## config.mk

```make
export PLATFORM = sky130hd
export DESIGN_NAME = raw_pixel_stream_unpacker
export DESIGN_NICKNAME = d
export VERILOG_FILES = /design/src/hdl/rpsu_pkg.sv /design/src/hdl/rpsu_front.sv /design/src/hdl/rpsu_queue.sv /design/src/hdl/rpsu_back.sv /design/src/hdl/raw_pixel_stream_unpacker.sv
export SDC_FILE = /design/constraint.sdc
export NUM_CORES = 1
export LEC_CHECK = 0
export BUFFER_PORTS_ARGS = -buffer_cell sky130_fd_sc_hd__buf_2
export CAP_MARGIN = 20
export CELL_PAD_IN_SITES_DETAIL_PLACEMENT = 1
export CELL_PAD_IN_SITES_GLOBAL_PLACEMENT = 2
export CORE_ASPECT_RATIO = 0.5
export CORE_MARGIN = 5
export CORE_UTILIZATION = 39
export CTS_CLUSTER_DIAMETER = 60
export CTS_CLUSTER_SIZE = 16
export DETAILED_ROUTE_END_ITERATION = 8
export PLACE_DENSITY_LB_ADDON = 0.1
export SLEW_MARGIN = 20
export SYNTH_ARGS = -nofsm -noshare
export SYNTH_HDL_FRONTEND = slang
export SYNTH_SLANG_ARGS = --single-unit
```

## constraint.sdc

```tcl
create_clock -name clk_i -period 15 [get_ports clk_i]
set_clock_uncertainty 0.2 [all_clocks]
set_input_delay 0.75 -clock clk_i [delete_from_list [all_inputs] [get_ports clk_i]]
set_output_delay 0.75 -clock clk_i [all_outputs]
set_load 0.02 [all_outputs]
```

## src/hdl/rpsu_pkg.sv

```systemverilog
`timescale 1ns / 1ps

package rpsu_pkg;

  // Width of the configuration write data, set by the widest register.
  localparam int CfgDataW = 14;
  localparam int CfgIdxW  = 3;

  // Depth of the job queue between the byte front end and the pixel back end.
  localparam int QueueDepth = 2;
  localparam int QueuePtrW  = 1;
  localparam int QueueCntW  = 2;

  // Register indexes of the configuration port.
  typedef enum logic [CfgIdxW-1:0] {
    CFG_PACKING_FORMAT = 3'd0,
    CFG_PIXEL_BITS     = 3'd1,
    CFG_HIGH_ALIGNED   = 3'd2,
    CFG_LOW_BYTE_FIRST = 3'd3,
    CFG_LINE_WIDTH     = 3'd4
  } cfg_idx_e;

  // Packing formats of the raw stream.
  typedef enum logic [1:0] {
    FMT_WORD16    = 2'd0,
    FMT_RAW10     = 2'd1,
    FMT_RAW10_PAD = 2'd2,
    FMT_RAW10_LE  = 2'd3
  } fmt_e;

  // Register values after reset.
  localparam fmt_e         RstPackingFormat = FMT_RAW10;
  localparam logic [4:0]   RstPixelBits     = 5'd10;
  localparam logic         RstHighAligned   = 1'b0;
  localparam logic         RstLowByteFirst  = 1'b1;
  localparam logic [13:0]  RstLineWidth     = 14'd4096;

  // One input transaction: a byte of the packed stream.
  typedef struct packed {
    logic [7:0] data_byte;
    logic       frame_start;
  } in_t;

  // One output transaction: a right-aligned pixel.
  typedef struct packed {
    logic [15:0] pixel_value;
    logic        run_last;
    logic        range_error;
  } out_t;

  // One unit of work for the back end: one word pixel or four RAW10 pixels.
  typedef struct packed {
    logic             four;
    logic [3:0][15:0] pix;
    logic             err;
  } job_t;

endpackage

```

## src/hdl/rpsu_front.sv

```systemverilog
`timescale 1ns / 1ps

module rpsu_front import rpsu_pkg::*; #(
  parameter int MAX_LINE_WIDTH = 8192
) (
  input  logic                clk_i,
  input  logic                rst_ni,
  input  logic                cfg_we_i,
  input  logic [CfgIdxW-1:0]  cfg_index_i,
  input  logic [CfgDataW-1:0] cfg_data_i,
  input  logic                in_valid_i,
  input  in_t                 in_data_i,
  input  logic                queue_full_i,
  output logic                in_ready_o,
  output logic                push_o,
  output job_t                job_o
);

  localparam int LwW       = $clog2(MAX_LINE_WIDTH + 1);
  localparam int CmpW      = (LwW > CfgDataW) ? LwW : CfgDataW;
  localparam int MaxStride = ((((MAX_LINE_WIDTH * 5) >> 2) + 8) / 8) * 8;
  localparam int PosW      = $clog2(MaxStride + 1);

  // Configuration registers.
  fmt_e                fmt_q;
  logic [4:0]          pixel_bits_q;
  logic                high_aligned_q;
  logic                low_byte_first_q;
  logic [CfgDataW-1:0] line_width_q;
  logic                cfg_hit;

  // Group state.
  logic [3:0][7:0]     gb_q;
  logic [2:0]          gi_q, gi_d, gi_eff;
  logic [PosW-1:0]     pos_q, pos_d, pos_eff;
  logic                gb_we;
  logic [1:0]          gb_waddr;

  logic                accept;
  logic [7:0]          b;

  // Line geometry of the padded format.
  logic [CmpW-1:0]     lw_ext, lw_clamp;
  logic [LwW-1:0]      w_eff, w_quarter;
  logic [LwW+2:0]      w_times5;
  logic [PosW-1:0]     data_bytes, stride_sum, stride;
  logic [PosW:0]       pos_inc;
  logic                pos_in_data, pos_wrap;

  // Word format datapath.
  logic [4:0]          nb;
  logic [16:0]         mask_full;
  logic [15:0]         mask, word, word_sh;
  logic [4:0]          shamt;
  logic                word_err;

  // RAW10 datapath.
  logic                raw_step, raw_emit;
  logic [3:0][15:0]    raw_pix_be, raw_pix_le;

  assign in_ready_o = !queue_full_i;
  assign accept     = in_valid_i && in_ready_o;
  assign b          = in_data_i.data_byte;

  // Configuration writes; a write to a known register also restarts the group.
  always_comb begin
    unique case (cfg_index_i)
      CFG_PACKING_FORMAT, CFG_PIXEL_BITS, CFG_HIGH_ALIGNED,
      CFG_LOW_BYTE_FIRST, CFG_LINE_WIDTH: cfg_hit = 1'b1;
      default:                            cfg_hit = 1'b0;
    endcase
  end

  always_ff @(posedge clk_i or negedge rst_ni) begin
    if (!rst_ni) begin
      fmt_q            <= RstPackingFormat;
      pixel_bits_q     <= RstPixelBits;
      high_aligned_q   <= RstHighAligned;
      low_byte_first_q <= RstLowByteFirst;
      line_width_q     <= RstLineWidth;
    end else if (cfg_we_i) begin
      unique case (cfg_index_i)
        CFG_PACKING_FORMAT: fmt_q            <= fmt_e'(cfg_data_i[1:0]);
        CFG_PIXEL_BITS:     pixel_bits_q     <= cfg_data_i[4:0];
        CFG_HIGH_ALIGNED:   high_aligned_q   <= cfg_data_i[0];
        CFG_LOW_BYTE_FIRST: low_byte_first_q <= cfg_data_i[0];
        CFG_LINE_WIDTH:     line_width_q     <= cfg_data_i;
        default: ;
      endcase
    end
  end

  // Stride and data length of a padded line, from the clamped width.
  always_comb begin
    lw_ext     = CmpW'(line_width_q);
    lw_clamp   = (lw_ext > CmpW'(MAX_LINE_WIDTH)) ? CmpW'(MAX_LINE_WIDTH) : lw_ext;
    w_eff      = lw_clamp[LwW-1:0];
    w_quarter  = w_eff >> 2;
    w_times5   = {w_eff, 2'b00} + (LwW+3)'(w_eff);
    data_bytes = PosW'({w_quarter, 2'b00}) + PosW'(w_quarter);
    stride_sum = PosW'(w_times5 >> 2) + PosW'(8);
    stride     = {stride_sum[PosW-1:3], 3'b000};
  end

  // A frame start clears the counters before its byte is taken.
  assign gi_eff  = in_data_i.frame_start ? 3'd0 : gi_q;
  assign pos_eff = in_data_i.frame_start ? '0 : pos_q;

  assign pos_inc     = {1'b0, pos_eff} + (PosW+1)'(1);
  assign pos_in_data = pos_eff < data_bytes;
  assign pos_wrap    = pos_inc >= {1'b0, stride};

  // Word pixel: byte order, optional shift from the top, mask and overflow flag.
  always_comb begin
    if (pixel_bits_q == 5'd0) begin
      nb = 5'd1;
    end else if (pixel_bits_q > 5'd16) begin
      nb = 5'd16;
    end else begin
      nb = pixel_bits_q;
    end
    mask_full = (17'd1 << nb) - 17'd1;
    mask      = mask_full[15:0];
    shamt     = 5'd16 - nb;
    word      = low_byte_first_q ? {b, gb_q[0]} : {gb_q[0], b};
    word_sh   = high_aligned_q ? (word >> shamt[3:0]) : word;
    word_err  = |(word_sh & ~mask);
  end

  // Four RAW10 pixels from the held group and the closing byte.
  always_comb begin
    raw_pix_be[0] = 16'({gb_q[0], b[7:6]});
    raw_pix_be[1] = 16'({gb_q[1], b[5:4]});
    raw_pix_be[2] = 16'({gb_q[2], b[3:2]});
    raw_pix_be[3] = 16'({gb_q[3], b[1:0]});
    raw_pix_le[0] = 16'({gb_q[1][1:0], gb_q[0]});
    raw_pix_le[1] = 16'({gb_q[2][3:0], gb_q[1][7:2]});
    raw_pix_le[2] = 16'({gb_q[3][5:0], gb_q[2][7:4]});
    raw_pix_le[3] = 16'({b, gb_q[3][7:6]});
  end

  // Byte classification: store into the group, emit a job, or drop padding.
  always_comb begin
    gi_d     = gi_q;
    pos_d    = pos_q;
    gb_we    = 1'b0;
    gb_waddr = gi_eff[1:0];
    raw_step = 1'b0;
    push_o   = 1'b0;
    job_o    = '0;
    if (accept) begin
      gi_d = gi_eff;
      unique case (fmt_q)
        FMT_WORD16: begin
          if (gi_eff == 3'd0) begin
            gb_we    = 1'b1;
            gb_waddr = 2'd0;
            gi_d     = 3'd1;
          end else begin
            gi_d       = 3'd0;
            push_o     = 1'b1;
            job_o.four = 1'b0;
            job_o.pix[0] = word_sh & mask;
            job_o.err  = word_err;
          end
        end
        FMT_RAW10_PAD: begin
          raw_step = pos_in_data;
        end
        FMT_RAW10, FMT_RAW10_LE: begin
          raw_step = 1'b1;
        end
        default: ;
      endcase
      if (raw_step) begin
        if (!gi_eff[2]) begin
          gb_we = 1'b1;
          gi_d  = gi_eff + 3'd1;
        end else begin
          gi_d       = 3'd0;
          push_o     = 1'b1;
          job_o.four = 1'b1;
          job_o.pix  = (fmt_q == FMT_RAW10_LE) ? raw_pix_le : raw_pix_be;
          job_o.err  = 1'b0;
        end
      end
      // Only the padded format tracks the position within a line.
      if (fmt_q == FMT_RAW10_PAD) begin
        if (pos_wrap) begin
          pos_d = '0;
          gi_d  = 3'd0;
        end else begin
          pos_d = pos_inc[PosW-1:0];
        end
      end
    end
  end

  assign raw_emit = raw_step && gi_eff[2];

  // Counters; a configuration write to a known register restarts them.
  always_ff @(posedge clk_i or negedge rst_ni) begin
    if (!rst_ni) begin
      gi_q  <= 3'd0;
      pos_q <= '0;
    end else if (cfg_we_i && cfg_hit) begin
      gi_q  <= 3'd0;
      pos_q <= '0;
    end else begin
      gi_q  <= gi_d;
      pos_q <= pos_d;
    end
  end

  // Group bytes hold payload only.
  always_ff @(posedge clk_i) begin
    if (gb_we && !raw_emit) begin
      gb_q[gb_waddr] <= b;
    end
  end

endmodule

```

## src/hdl/rpsu_queue.sv

```systemverilog
`timescale 1ns / 1ps

module rpsu_queue import rpsu_pkg::*; (
  input  logic clk_i,
  input  logic rst_ni,
  input  logic push_i,
  input  job_t job_i,
  output logic full_o,
  input  logic pop_i,
  output logic empty_o,
  output job_t job_o
);

  job_t                 mem_q [QueueDepth];
  logic [QueuePtrW-1:0] wr_ptr_q, rd_ptr_q;
  logic [QueueCntW-1:0] count_q;
  logic                 do_push, do_pop;

  assign full_o  = count_q == QueueCntW'(QueueDepth);
  assign empty_o = count_q == '0;
  assign do_push = push_i && !full_o;
  assign do_pop  = pop_i && !empty_o;
  assign job_o   = mem_q[rd_ptr_q];

  // Pointers and fill level.
  always_ff @(posedge clk_i or negedge rst_ni) begin
    if (!rst_ni) begin
      wr_ptr_q <= '0;
      rd_ptr_q <= '0;
      count_q  <= '0;
    end else begin
      if (do_push) begin
        wr_ptr_q <= wr_ptr_q + QueuePtrW'(1);
      end
      if (do_pop) begin
        rd_ptr_q <= rd_ptr_q + QueuePtrW'(1);
      end
      count_q <= count_q + QueueCntW'(do_push) - QueueCntW'(do_pop);
    end
  end

  // Entry storage.
  always_ff @(posedge clk_i) begin
    if (do_push) begin
      mem_q[wr_ptr_q] <= job_i;
    end
  end

endmodule

```

## src/hdl/rpsu_back.sv

```systemverilog
`timescale 1ns / 1ps

module rpsu_back import rpsu_pkg::*; (
  input  logic clk_i,
  input  logic rst_ni,
  input  logic queue_empty_i,
  input  job_t job_i,
  output logic pop_o,
  output logic out_valid_o,
  input  logic out_ready_i,
  output out_t out_data_o
);

  job_t       cur_q, cur_d;
  logic [1:0] idx_q, idx_d;
  logic       busy_q, busy_d;
  logic       fire, last;

  assign fire  = busy_q && out_ready_i;
  assign last  = idx_q == (cur_q.four ? 2'd3 : 2'd0);
  assign pop_o = !queue_empty_i && (!busy_q || (fire && last));

  // Step through the pixels of the current job, loading the next without a gap.
  always_comb begin
    cur_d  = cur_q;
    idx_d  = idx_q;
    busy_d = busy_q;
    if (pop_o) begin
      cur_d  = job_i;
      idx_d  = 2'd0;
      busy_d = 1'b1;
    end else if (fire) begin
      if (last) begin
        busy_d = 1'b0;
      end else begin
        idx_d = idx_q + 2'd1;
      end
    end
  end

  always_ff @(posedge clk_i or negedge rst_ni) begin
    if (!rst_ni) begin
      busy_q <= 1'b0;
      idx_q  <= 2'd0;
    end else begin
      busy_q <= busy_d;
      idx_q  <= idx_d;
    end
  end

  always_ff @(posedge clk_i) begin
    cur_q <= cur_d;
  end

  // The held job drives the output transaction.
  assign out_valid_o             = busy_q;
  assign out_data_o.pixel_value  = cur_q.pix[idx_q];
  assign out_data_o.run_last     = last;
  assign out_data_o.range_error  = cur_q.err;

endmodule

```

## src/hdl/raw_pixel_stream_unpacker.sv

```systemverilog
`timescale 1ns / 1ps

// Raw pixel stream unpacker: takes one byte of a packed camera stream per
// cycle and returns right-aligned pixels, one per cycle. The front end
// classifies each byte in the cycle it is accepted, so a byte can enter on
// every clock as long as the two-entry job queue has room; a completed result
// is written into the job queue and then loaded into the back end's job
// register before its first pixel is presented.
// The back end delivers one pixel per cycle while the output is ready, four
// for a RAW10 group of five bytes and one for a 16-bit word, and input only
// stalls when the output side is held off. Configuration must be written
// while no bytes or pixels are in flight.
module raw_pixel_stream_unpacker import rpsu_pkg::*; #(
  parameter int MAX_LINE_WIDTH = 8192
) (
  input  logic                clk_i,
  input  logic                rst_ni,
  input  logic                cfg_we_i,
  input  logic [CfgIdxW-1:0]  cfg_index_i,
  input  logic [CfgDataW-1:0] cfg_data_i,
  input  logic                in_valid_i,
  output logic                in_ready_o,
  input  in_t                 in_data_i,
  output logic                out_valid_o,
  input  logic                out_ready_i,
  output out_t                out_data_o
);

  logic push, pop, q_full, q_empty;
  job_t job_in, job_out;

  // Byte classification and group assembly.
  rpsu_front #(
    .MAX_LINE_WIDTH(MAX_LINE_WIDTH)
  ) u_front (
    .clk_i        (clk_i),
    .rst_ni       (rst_ni),
    .cfg_we_i     (cfg_we_i),
    .cfg_index_i  (cfg_index_i),
    .cfg_data_i   (cfg_data_i),
    .in_valid_i   (in_valid_i),
    .in_data_i    (in_data_i),
    .queue_full_i (q_full),
    .in_ready_o   (in_ready_o),
    .push_o       (push),
    .job_o        (job_in)
  );

  // Decoupling queue.
  rpsu_queue u_queue (
    .clk_i   (clk_i),
    .rst_ni  (rst_ni),
    .push_i  (push),
    .job_i   (job_in),
    .full_o  (q_full),
    .pop_i   (pop),
    .empty_o (q_empty),
    .job_o   (job_out)
  );

  // Pixel serialization.
  rpsu_back u_back (
    .clk_i         (clk_i),
    .rst_ni        (rst_ni),
    .queue_empty_i (q_empty),
    .job_i         (job_out),
    .pop_o         (pop),
    .out_valid_o   (out_valid_o),
    .out_ready_i   (out_ready_i),
    .out_data_o    (out_data_o)
  );

endmodule

```

==> summary.md, run 1 <==
| Metric | Value |
|---|---|
| Mapped Area | `0.01291 mm2` |
| Number of flops mapped to enable cells by yosys | `176` |
| Core area | `0.03287 mm2` |
| Cell Pwr Density | `165.2 mW/mm2` |
| Syn_area_per_cell | `11.28 um2` |
| Top_reg_cell synth | `edfxtp_1` |
| Detailed Place HPWL | `25000 um` |
| CP arrival | `6.39 ns` |
| Multi-input gate area | `0.006088 mm2` |
| DR pass1 iterations | `5` |
| Register area share after synthesis | `0.5011` |
| Clk slew on worst S/H paths | `0.08 ns` |
| First-pass GRT wire length | `54080 um` |
| Outcome | `finished clean` |
| Distinct cells, synth | `84` |
| Area growth, synth to finish | `10.01%` |
| RSZ-0062 raised after global routing | `false` |
| Hold-fix buffers, CTS | `0` |
| Final Setup Violations | `0` |
| Static Leak | `5.287 nW` |
| Num Clock Sinks | `223` |
| Antenna violations before repair | `0` |
| Ant. Diodes | `0` |
| CP max stage delay | `0.71 ns` |
| Fin crit share | `0.4078` |
| Setup_tns | `0 ns` |
| Routed WL per cell | `21.48 um` |
| Maximum vdd drop | `64.86 uV` |
| Global route overflow | `0` |
| Reg2reg path depth | `21` |
| Detailed router's first-iteration violation count | `686` |
| Vias | `9044` |
| CTS tree | `yes` |
| Final hold viol count | `0` |
| Post-CTS setup buffers | `0` |
| CP Depth | `21` |
| Clk Latency, worst-skew pair | `0.53 ns` |
| Cell Area, Placed | `0.01357 mm2` |
| Initial core utilization | `0.3926` |
| Critical Path RT | `15.27 ns` |
| Total track usage | `0.1824` |
| PostCTS Resize Cnt | `0` |
| Main area contributors after synthesis | `edfxtp_1, dfrtp_1, mux2_2` |
| Drt via density | `5.590` |
| Die Height | `138.6 um` |
| Max Freq | `163.5 MHz` |
| Post-DRT Antenna Nets | `0` |
| CP max-delay cell | `dfrtp_1` |
| Crit-path most repeated cell | `a21o_1` |
| # IOs | `51` |
| Area leader, netlist | `edfxtp_1` |
| Post-synthesis register bit count | `223` |
| Sequential cell area | `0.006471 mm2` |
| Final min period | `6.116 ns` |
| Setup CP Type | `reg -> reg` |
| Cells after Synth | `1144` |
| Asr flop ratio synth | `0.2108` |
| Total of max-cap violations | `0` |
| Crit-path cells | `inv_1 -> nand2_1 -> inv_1 -> ha_1 -> a21o_1 -> maj3_2 -> maj3_2 -> or4_4 -> nand2_2 -> nand4_4 -> nor3_1 -> xnor2_1 -> ha_1 -> nand3_1 -> o221ai_1 -> a21o_1 -> a21o_1 -> a221oi_1 -> and2_0 -> a21o_1 -> a32o_1` |
| Total die area | `0.03705 mm2` |
| Net Count, Synth | `1220` |
| CP Max Fanout | `17` |
| NumNets Final | `1239` |
| WP buf/inv | `2` |
| Fillers | `3531` |
| Hold Crit Class | `in -> async` |
| Routed WL | `34750 um` |
| Worst-Margin Slew | `1.004 ns` |
| Vias in the first global route | `9317` |
| # DRC | `0` |
| Gp weighted congestion | `0.8430` |
| Port bufs | `50` |
| Post-synth top area share | `0.4095` |
| Warnings, synthesis | `0` |
| Critical path's top delay family | `simple AND/OR/NAND/NOR gates` |
| Final Total Pwr | `2.346 mW` |
| Type of origin of the critical path | `register` |
| Num CTS Buffers | `20` |
| Final Max Slew Viols | `0` |
| Finished Cell Area | `0.01420 mm2` |
| Slew headroom | `0.3309` |
| Critical Path Sink Type | `register` |
| Die W | `267.3 um` |
| Share of cells above drive strength 1 | `0.1980` |
| # H-tree levels | `1` |
| Root Driver | `clkbuf_16` |
| Row cnt | `47` |
| Pin count of the biggest net entering global routing | `50` |
| Clock Path Buffers | `3` |
## worst paths after layout
| path | start | to | slack [ns] |
|---|---|---|---|
| worst max-delay path | u_front.line_width_q[13]$_DFFE_PN0P_ | u_front.pos_q[2]$_DFFE_PN0P_ | 8.88 |
| worst min-delay path | rst_ni | u_front.pos_q[11]$_DFFE_PN0P_ | 0.13 |
| worst max register to register | u_front.line_width_q[13]$_DFFE_PN0P_ | u_front.pos_q[2]$_DFFE_PN0P_ | 8.88 |
| worst min register to register | u_front.gi_q[2]$_DFFE_PN0P_ | u_front.gi_q[2]$_DFFE_PN0P_ | 0.30 |
| max in group asynchronous | rst_ni | u_queue.rd_ptr_q$_DFFE_PN0P_ | 13.87 |
| min in group clk_i | cfg_data_i[13] | u_front.line_width_q[13]$_DFFE_PN0P_ | 0.25 |
## logic make-up after synthesis
| logic type | synth area share |
|---|---|
| XOR/XNOR | 0.03451 |
| multiplexers | 0.1145 |
| AND/OR/NAND/NOR | 0.1496 |
| adder cells (fa/ha/maj) | 0.04595 |
| buffers and inverters | 0.03083 |
| flip-flops | 0.5011 |
| AO/OA/AOI/OAI | 0.1235 |
## metrics by stage
stage	instances	hold WS (ns)	worst slack [ns]	utilization
after CTS	1618	0.1574	8.805	0.4316
after global placement	1581	0.2720	9.018	0.4123
final	1618	0.1308	8.884	0.4319
after detailed placement	1582	0.2793	8.789	0.4129
after global routing	1618	0.1785	8.378	0.4319
after floorplan	1144	0.2509	7.678	-
## flip-flops by register name, summed over array words and instances, names as in the netlist, 2 cells and up
signal / count
u_queue.mem_q: 96
u_back.cur_q: 47
u_front.gb_q: 32
u_front.line_width_q: 14
u_front.pos_q: 14
u_front.pixel_bits_q: 5
u_front.gi_q: 3
u_back.idx_q: 2
u_front.fmt_q: 2
u_queue.count_q: 2
## where the power goes
group	internal (mW)	leakage, nW	switching [mW]	total [mW]
Combinational	0.385	2.82	0.555	0.940
Clock	0.260	0.293	0.245	0.505
Sequential	0.779	2.17	0.122	0.901
## layout make-up
type,instances,share of cell area
Tap cell,441,0.03886
Clock inverter,5,0.005199
Inverter,31,0.008195
Multi-Input combinational cell,823,0.4288
Clock buffer,31,0.03816
Timing Repair Buffer,64,0.02503
Sequential cell,223,0.4558
## routing by layer
metal	global-route usage	vias up	wire length, um
met4	0.03231	0	540
li1	-	4325	-
met1	0.2513	4571	16250
met2	0.3124	117	16930
met3	0.02624	31	1030
met5	0	-	0
## cell usage after synthesis (19+ instances only)
library cell / number
edfxtp_1: 176
clkbuf_1: 47
nand2_1: 132
a21oi_1: 67
nor2b_1: 30
o21ai_0: 32
xor2_1: 19
a211oi_1: 22
mux2_2: 83
dfrtp_1: 42
inv_1: 29
and2_1: 19
ha_1: 44
xnor2_1: 30
nor2_1: 60
nand3_1: 23
nor3_1: 24
## cell usage in the layout, fill, tap and decap left out, types with 17 or more instances in the layout
master,synthesis,routed
edfxtp_1,176,176
nand2_1,132,132
mux2_2,83,83
a21oi_1,67,64
nor2_1,60,60
buf_2,12,50
ha_1,44,44
dfrtp_1,42,41
o21ai_0,32,32
xnor2_1,30,30
nor2b_1,30,30
inv_1,29,29
nand3_1,23,23
a211oi_1,22,22
nor3_1,24,20
clkbuf_16,0,20
xor2_1,19,19
nor4_1,18,18
and2_1,19,18
mux4_2,17,17
Note: power is estimated with default switching activity, not from simulation.
==> run 2, diff against run 1 <==
Settings changed: ABC_AREA from default to 1.
Clock period 15 ns to 5.7 ns, I/O delays scaled along.
==> run 2 against run 1 <==
Synthesized area grew 1.2%; register-to-register slack worse by 8.5 ns; clock power rose to 2.7 times the previous value; total power grew to 2.6 times the previous value; sequential share of layout area fell by 1.6 points; worst setup slack worse by 8.5 ns; core utilization increased by 1.3 points; largest cell class unchanged; largest power group unchanged.
==> summary.md, run 2 <==
| Metric | Value |
|---|---|
| Outcome | `finished clean` |
| Syn_area_per_cell | `8.523 um2` |
| # H-tree levels | `1` |
| Combinational cell fraction of total power | `0.413` |
| Final Setup Violations | `0` |
| Area leader, netlist | `edfxtp_1` |
| Post-CTS setup buffers | `0` |
| Fillers | `3939` |
| Cells after Synth | `1532` |
| Slew headroom | `0.3314` |
| Total die area | `0.03746 mm2` |
| Ant. Diodes | `0` |
| Post-synth top area share | `0.4048` |
| Worst-Margin Slew | `1.001 ns` |
| Die W | `268.8 um` |
| Main area contributors after synthesis | `edfxtp_1, nand2_1, dfrtp_1` |
| Detailed Place HPWL | `28700 um` |
| Final Max Slew Viols | `0` |
| Distinct cells, synth | `52` |
| Detailed router's first-iteration violation count | `627` |
| Clk pwr share | `0.223` |
| Routed WL | `37720 um` |
| Max Freq | `189.2 MHz` |
| Warnings, synthesis | `0` |
| Antenna violations before repair | `0` |
| Largest regs | `u_queue.mem_q: 96 flops, u_back.cur_q: 47 flops, u_front.gb_q: 32 flops` |
| Core area | `0.03305 mm2` |
| Clk Latency, worst-skew pair | `0.52 ns` |
| RSZ-0062 raised after global routing | `true` |
| Row cnt | `47` |
| Critical Path Sink Type | `register` |
| Port bufs | `50` |
| Cell Area, Placed | `0.01375 mm2` |
| Clock Path Buffers | `3` |
| Final hold viol count | `0` |
| Switching power | `2.571 mW` |
| Largest Register | `u_queue.mem_q` |
| Switch share | `0.4222` |
| Commonest cells after routing, fill and taps aside | `nand2_1, edfxtp_1, inv_1, nor2_1, o21ai_0` |
| Vias | `10492` |
| CTS tree | `yes` |
| Num Clock Sinks | `223` |
| Number of flops mapped to enable cells by yosys | `176` |
| Root Driver | `clkbuf_16` |
| Commonest non-fill, non-tap cell in the layout | `nand2_1` |
| Initial core utilization | `0.3951` |
| NumNets Final | `1671` |
| Die Height | `139.4 um` |
| Asr flop ratio synth | `0.2108` |
| First-pass GRT wire length | `60400 um` |
| Finished Layout Cells | `2049` |
| Hold Crit Class | `in -> reg` |
| # DRC | `0` |
| Register area share after synthesis | `0.4953` |
| Top-count cell post-synth | `nand2_1` |
| Post-Place Setup Slack | `0.3745 ns` |
| Total of max-cap violations | `0` |
| Top_reg_cell synth | `edfxtp_1` |
| Pint | `3.519 mW` |
| Area growth, synth to finish | `12.65%` |
| CP arrival | `5.35 ns` |
| Gp weighted congestion | `0.8853` |
| Placed cells | `1983` |
| Cell Pwr Density | `414.1 mW/mm2` |
| Type of origin of the critical path | `register` |
| Routed WL per cell | `18.41 um` |
| Clk slew on worst S/H paths | `0.07 ns` |
| Setup CP Type | `reg -> reg` |
| CP Max Fanout | `40` |
| Global route overflow | `0` |
| DR pass1 iterations | `5` |
| Share of cells above drive strength 1 | `0.1126` |
| Vias in the first global route | `10888` |
| Mapped Area | `0.01306 mm2` |
| Largest register FFs | `96` |
| Post-synthesis register bit count | `223` |
| Reg power frac | `0.363` |
| Num CTS Buffers | `20` |
| Fin crit share | `0.9271` |
| Critical Path RT | `5.76 ns` |
| Final min period | `5.285 ns` |
| Finished Cell Area | `0.01471 mm2` |
| Total track usage | `0.2007` |
| Net Count, Synth | `1608` |
| Post-DRT Antenna Nets | `0` |
| Setup slack after layout | `0.4155 ns` |
| Drt via density | `5.121` |
| # IOs | `51` |
| Pin count of the biggest net entering global routing | `50` |
| Most common library cells after synthesis | `nand2_1, edfxtp_1, inv_1` |
| Maximum vdd drop | `251.9 uV` |
| Static Leak | `6.338 nW` |
-- run 2: what timing repair did --
action	in CTS	in global routing
hold endpoints to repair	98	0
endpoints found under the setup margin	0	118
resized for setup	0	3
hold buffers	31	0
-- run 2: cells by family after synthesis --
group	synth area share
DFF	0.4953
and+or+nand+nor	0.2582
buffers and inverters	0.06861
AOI/OAI and AO/OA	0.1084
adders and majority gates	0.04370
muxes	0.001725
xor gates and xnor gates	0.02405
-- run 2: path summary, 6_finish.rpt --
path	slack, ns	start	to	cells past startpoint
min	0.12	in_valid_i	u_queue.mem_q[1][11]$_DFFE_PP_	5
min in group asynchronous	0.24	rst_ni	u_front.pos_q[9]$_DFFE_PN0P_	3
max in group asynchronous	4.55	rst_ni	u_front.pixel_bits_q[0]$_DFFE_PN0P_	3
max reg2reg	0.42	u_front.line_width_q[0]$_DFFE_PN0P_	u_queue.mem_q[0][6]$_DFFE_PP_	24
max	0.42	u_front.line_width_q[0]$_DFFE_PN0P_	u_queue.mem_q[0][6]$_DFFE_PP_	24
min reg2reg	0.29	u_front.gi_q[0]$_DFFE_PN0P_	u_front.gi_q[0]$_DFFE_PN0P_	2
-- run 2: cell type report --
cell class	count	area, um2	area share
Clock inverter	7	107.6	0.007315
Tap cell	441	551.8	0.03751
Multi-Input combinational cell	1087	5714	0.3885
Clock buffer	28	530.5	0.03607
Timing Repair Buffer	99	720.7	0.04900
Inverter	164	616.8	0.04194
Sequential cell	223	6467	0.4397
-- run 2: critical path, cell delays in order, from the launching register on --
cell	delay (ns)
dfrtp_1	0.41
or2_1	0.23
nor2_1	0.15
nand2_1	0.09
nand2_2	0.17
buf_4	0.24
nand2_1	0.09
inv_1	0.06
ha_1	0.29
inv_1	0.12
o21ai_1	0.12
nor2_1	0.26
inv_1	0.10
a21oi_1	0.16
xor2_1	0.17
ha_1	0.26
a21oi_1	0.15
o21a_1	0.14
o21ai_0	0.08
a2111oi_1	0.43
nand2_2	0.20
nand2_4	0.18
nand3_4	0.11
buf_4	0.32
o32ai_1	0.32
-- run 2: power groups by stage --
stage	clock network, mW	logic, mW	registers (mW)
floorplan	0	1.83	2.16
global placement	0	2.47	2.24
detailed placement	0	2.52	2.25
CTS	1.40	2.55	2.22
global route	1.47	2.85	2.24
finish	1.36	2.52	2.21
-- run 2: layer usage --
metal | vias up | global-route usage | share of wire
met5 | - | 0 | 0
met4 | 0 | 0.03295 | 0.017
met3 | 38 | 0.02470 | 0.033
met2 | 149 | 0.3333 | 0.47
met1 | 5068 | 0.2887 | 0.48
li1 | 5237 | - | -
-- run 2: metrics by stage --
stage / hold slack, ns / power, mW / utilization / setup TNS (ns)
3_3_place_gp: 0.2667 / 4.707 / 0.4161 / 0
2_1_floorplan: -0.2106 / 3.989 / - / 0
4_1_cts: 0.1282 / 6.172 / 0.4448 / 0
3_5_place_dp: 0.2746 / 4.777 / 0.4161 / 0
5_1_grt: 0.1536 / 6.563 / 0.4451 / -7.256
6_report: 0.1245 / 6.091 / 0.4451 / 0
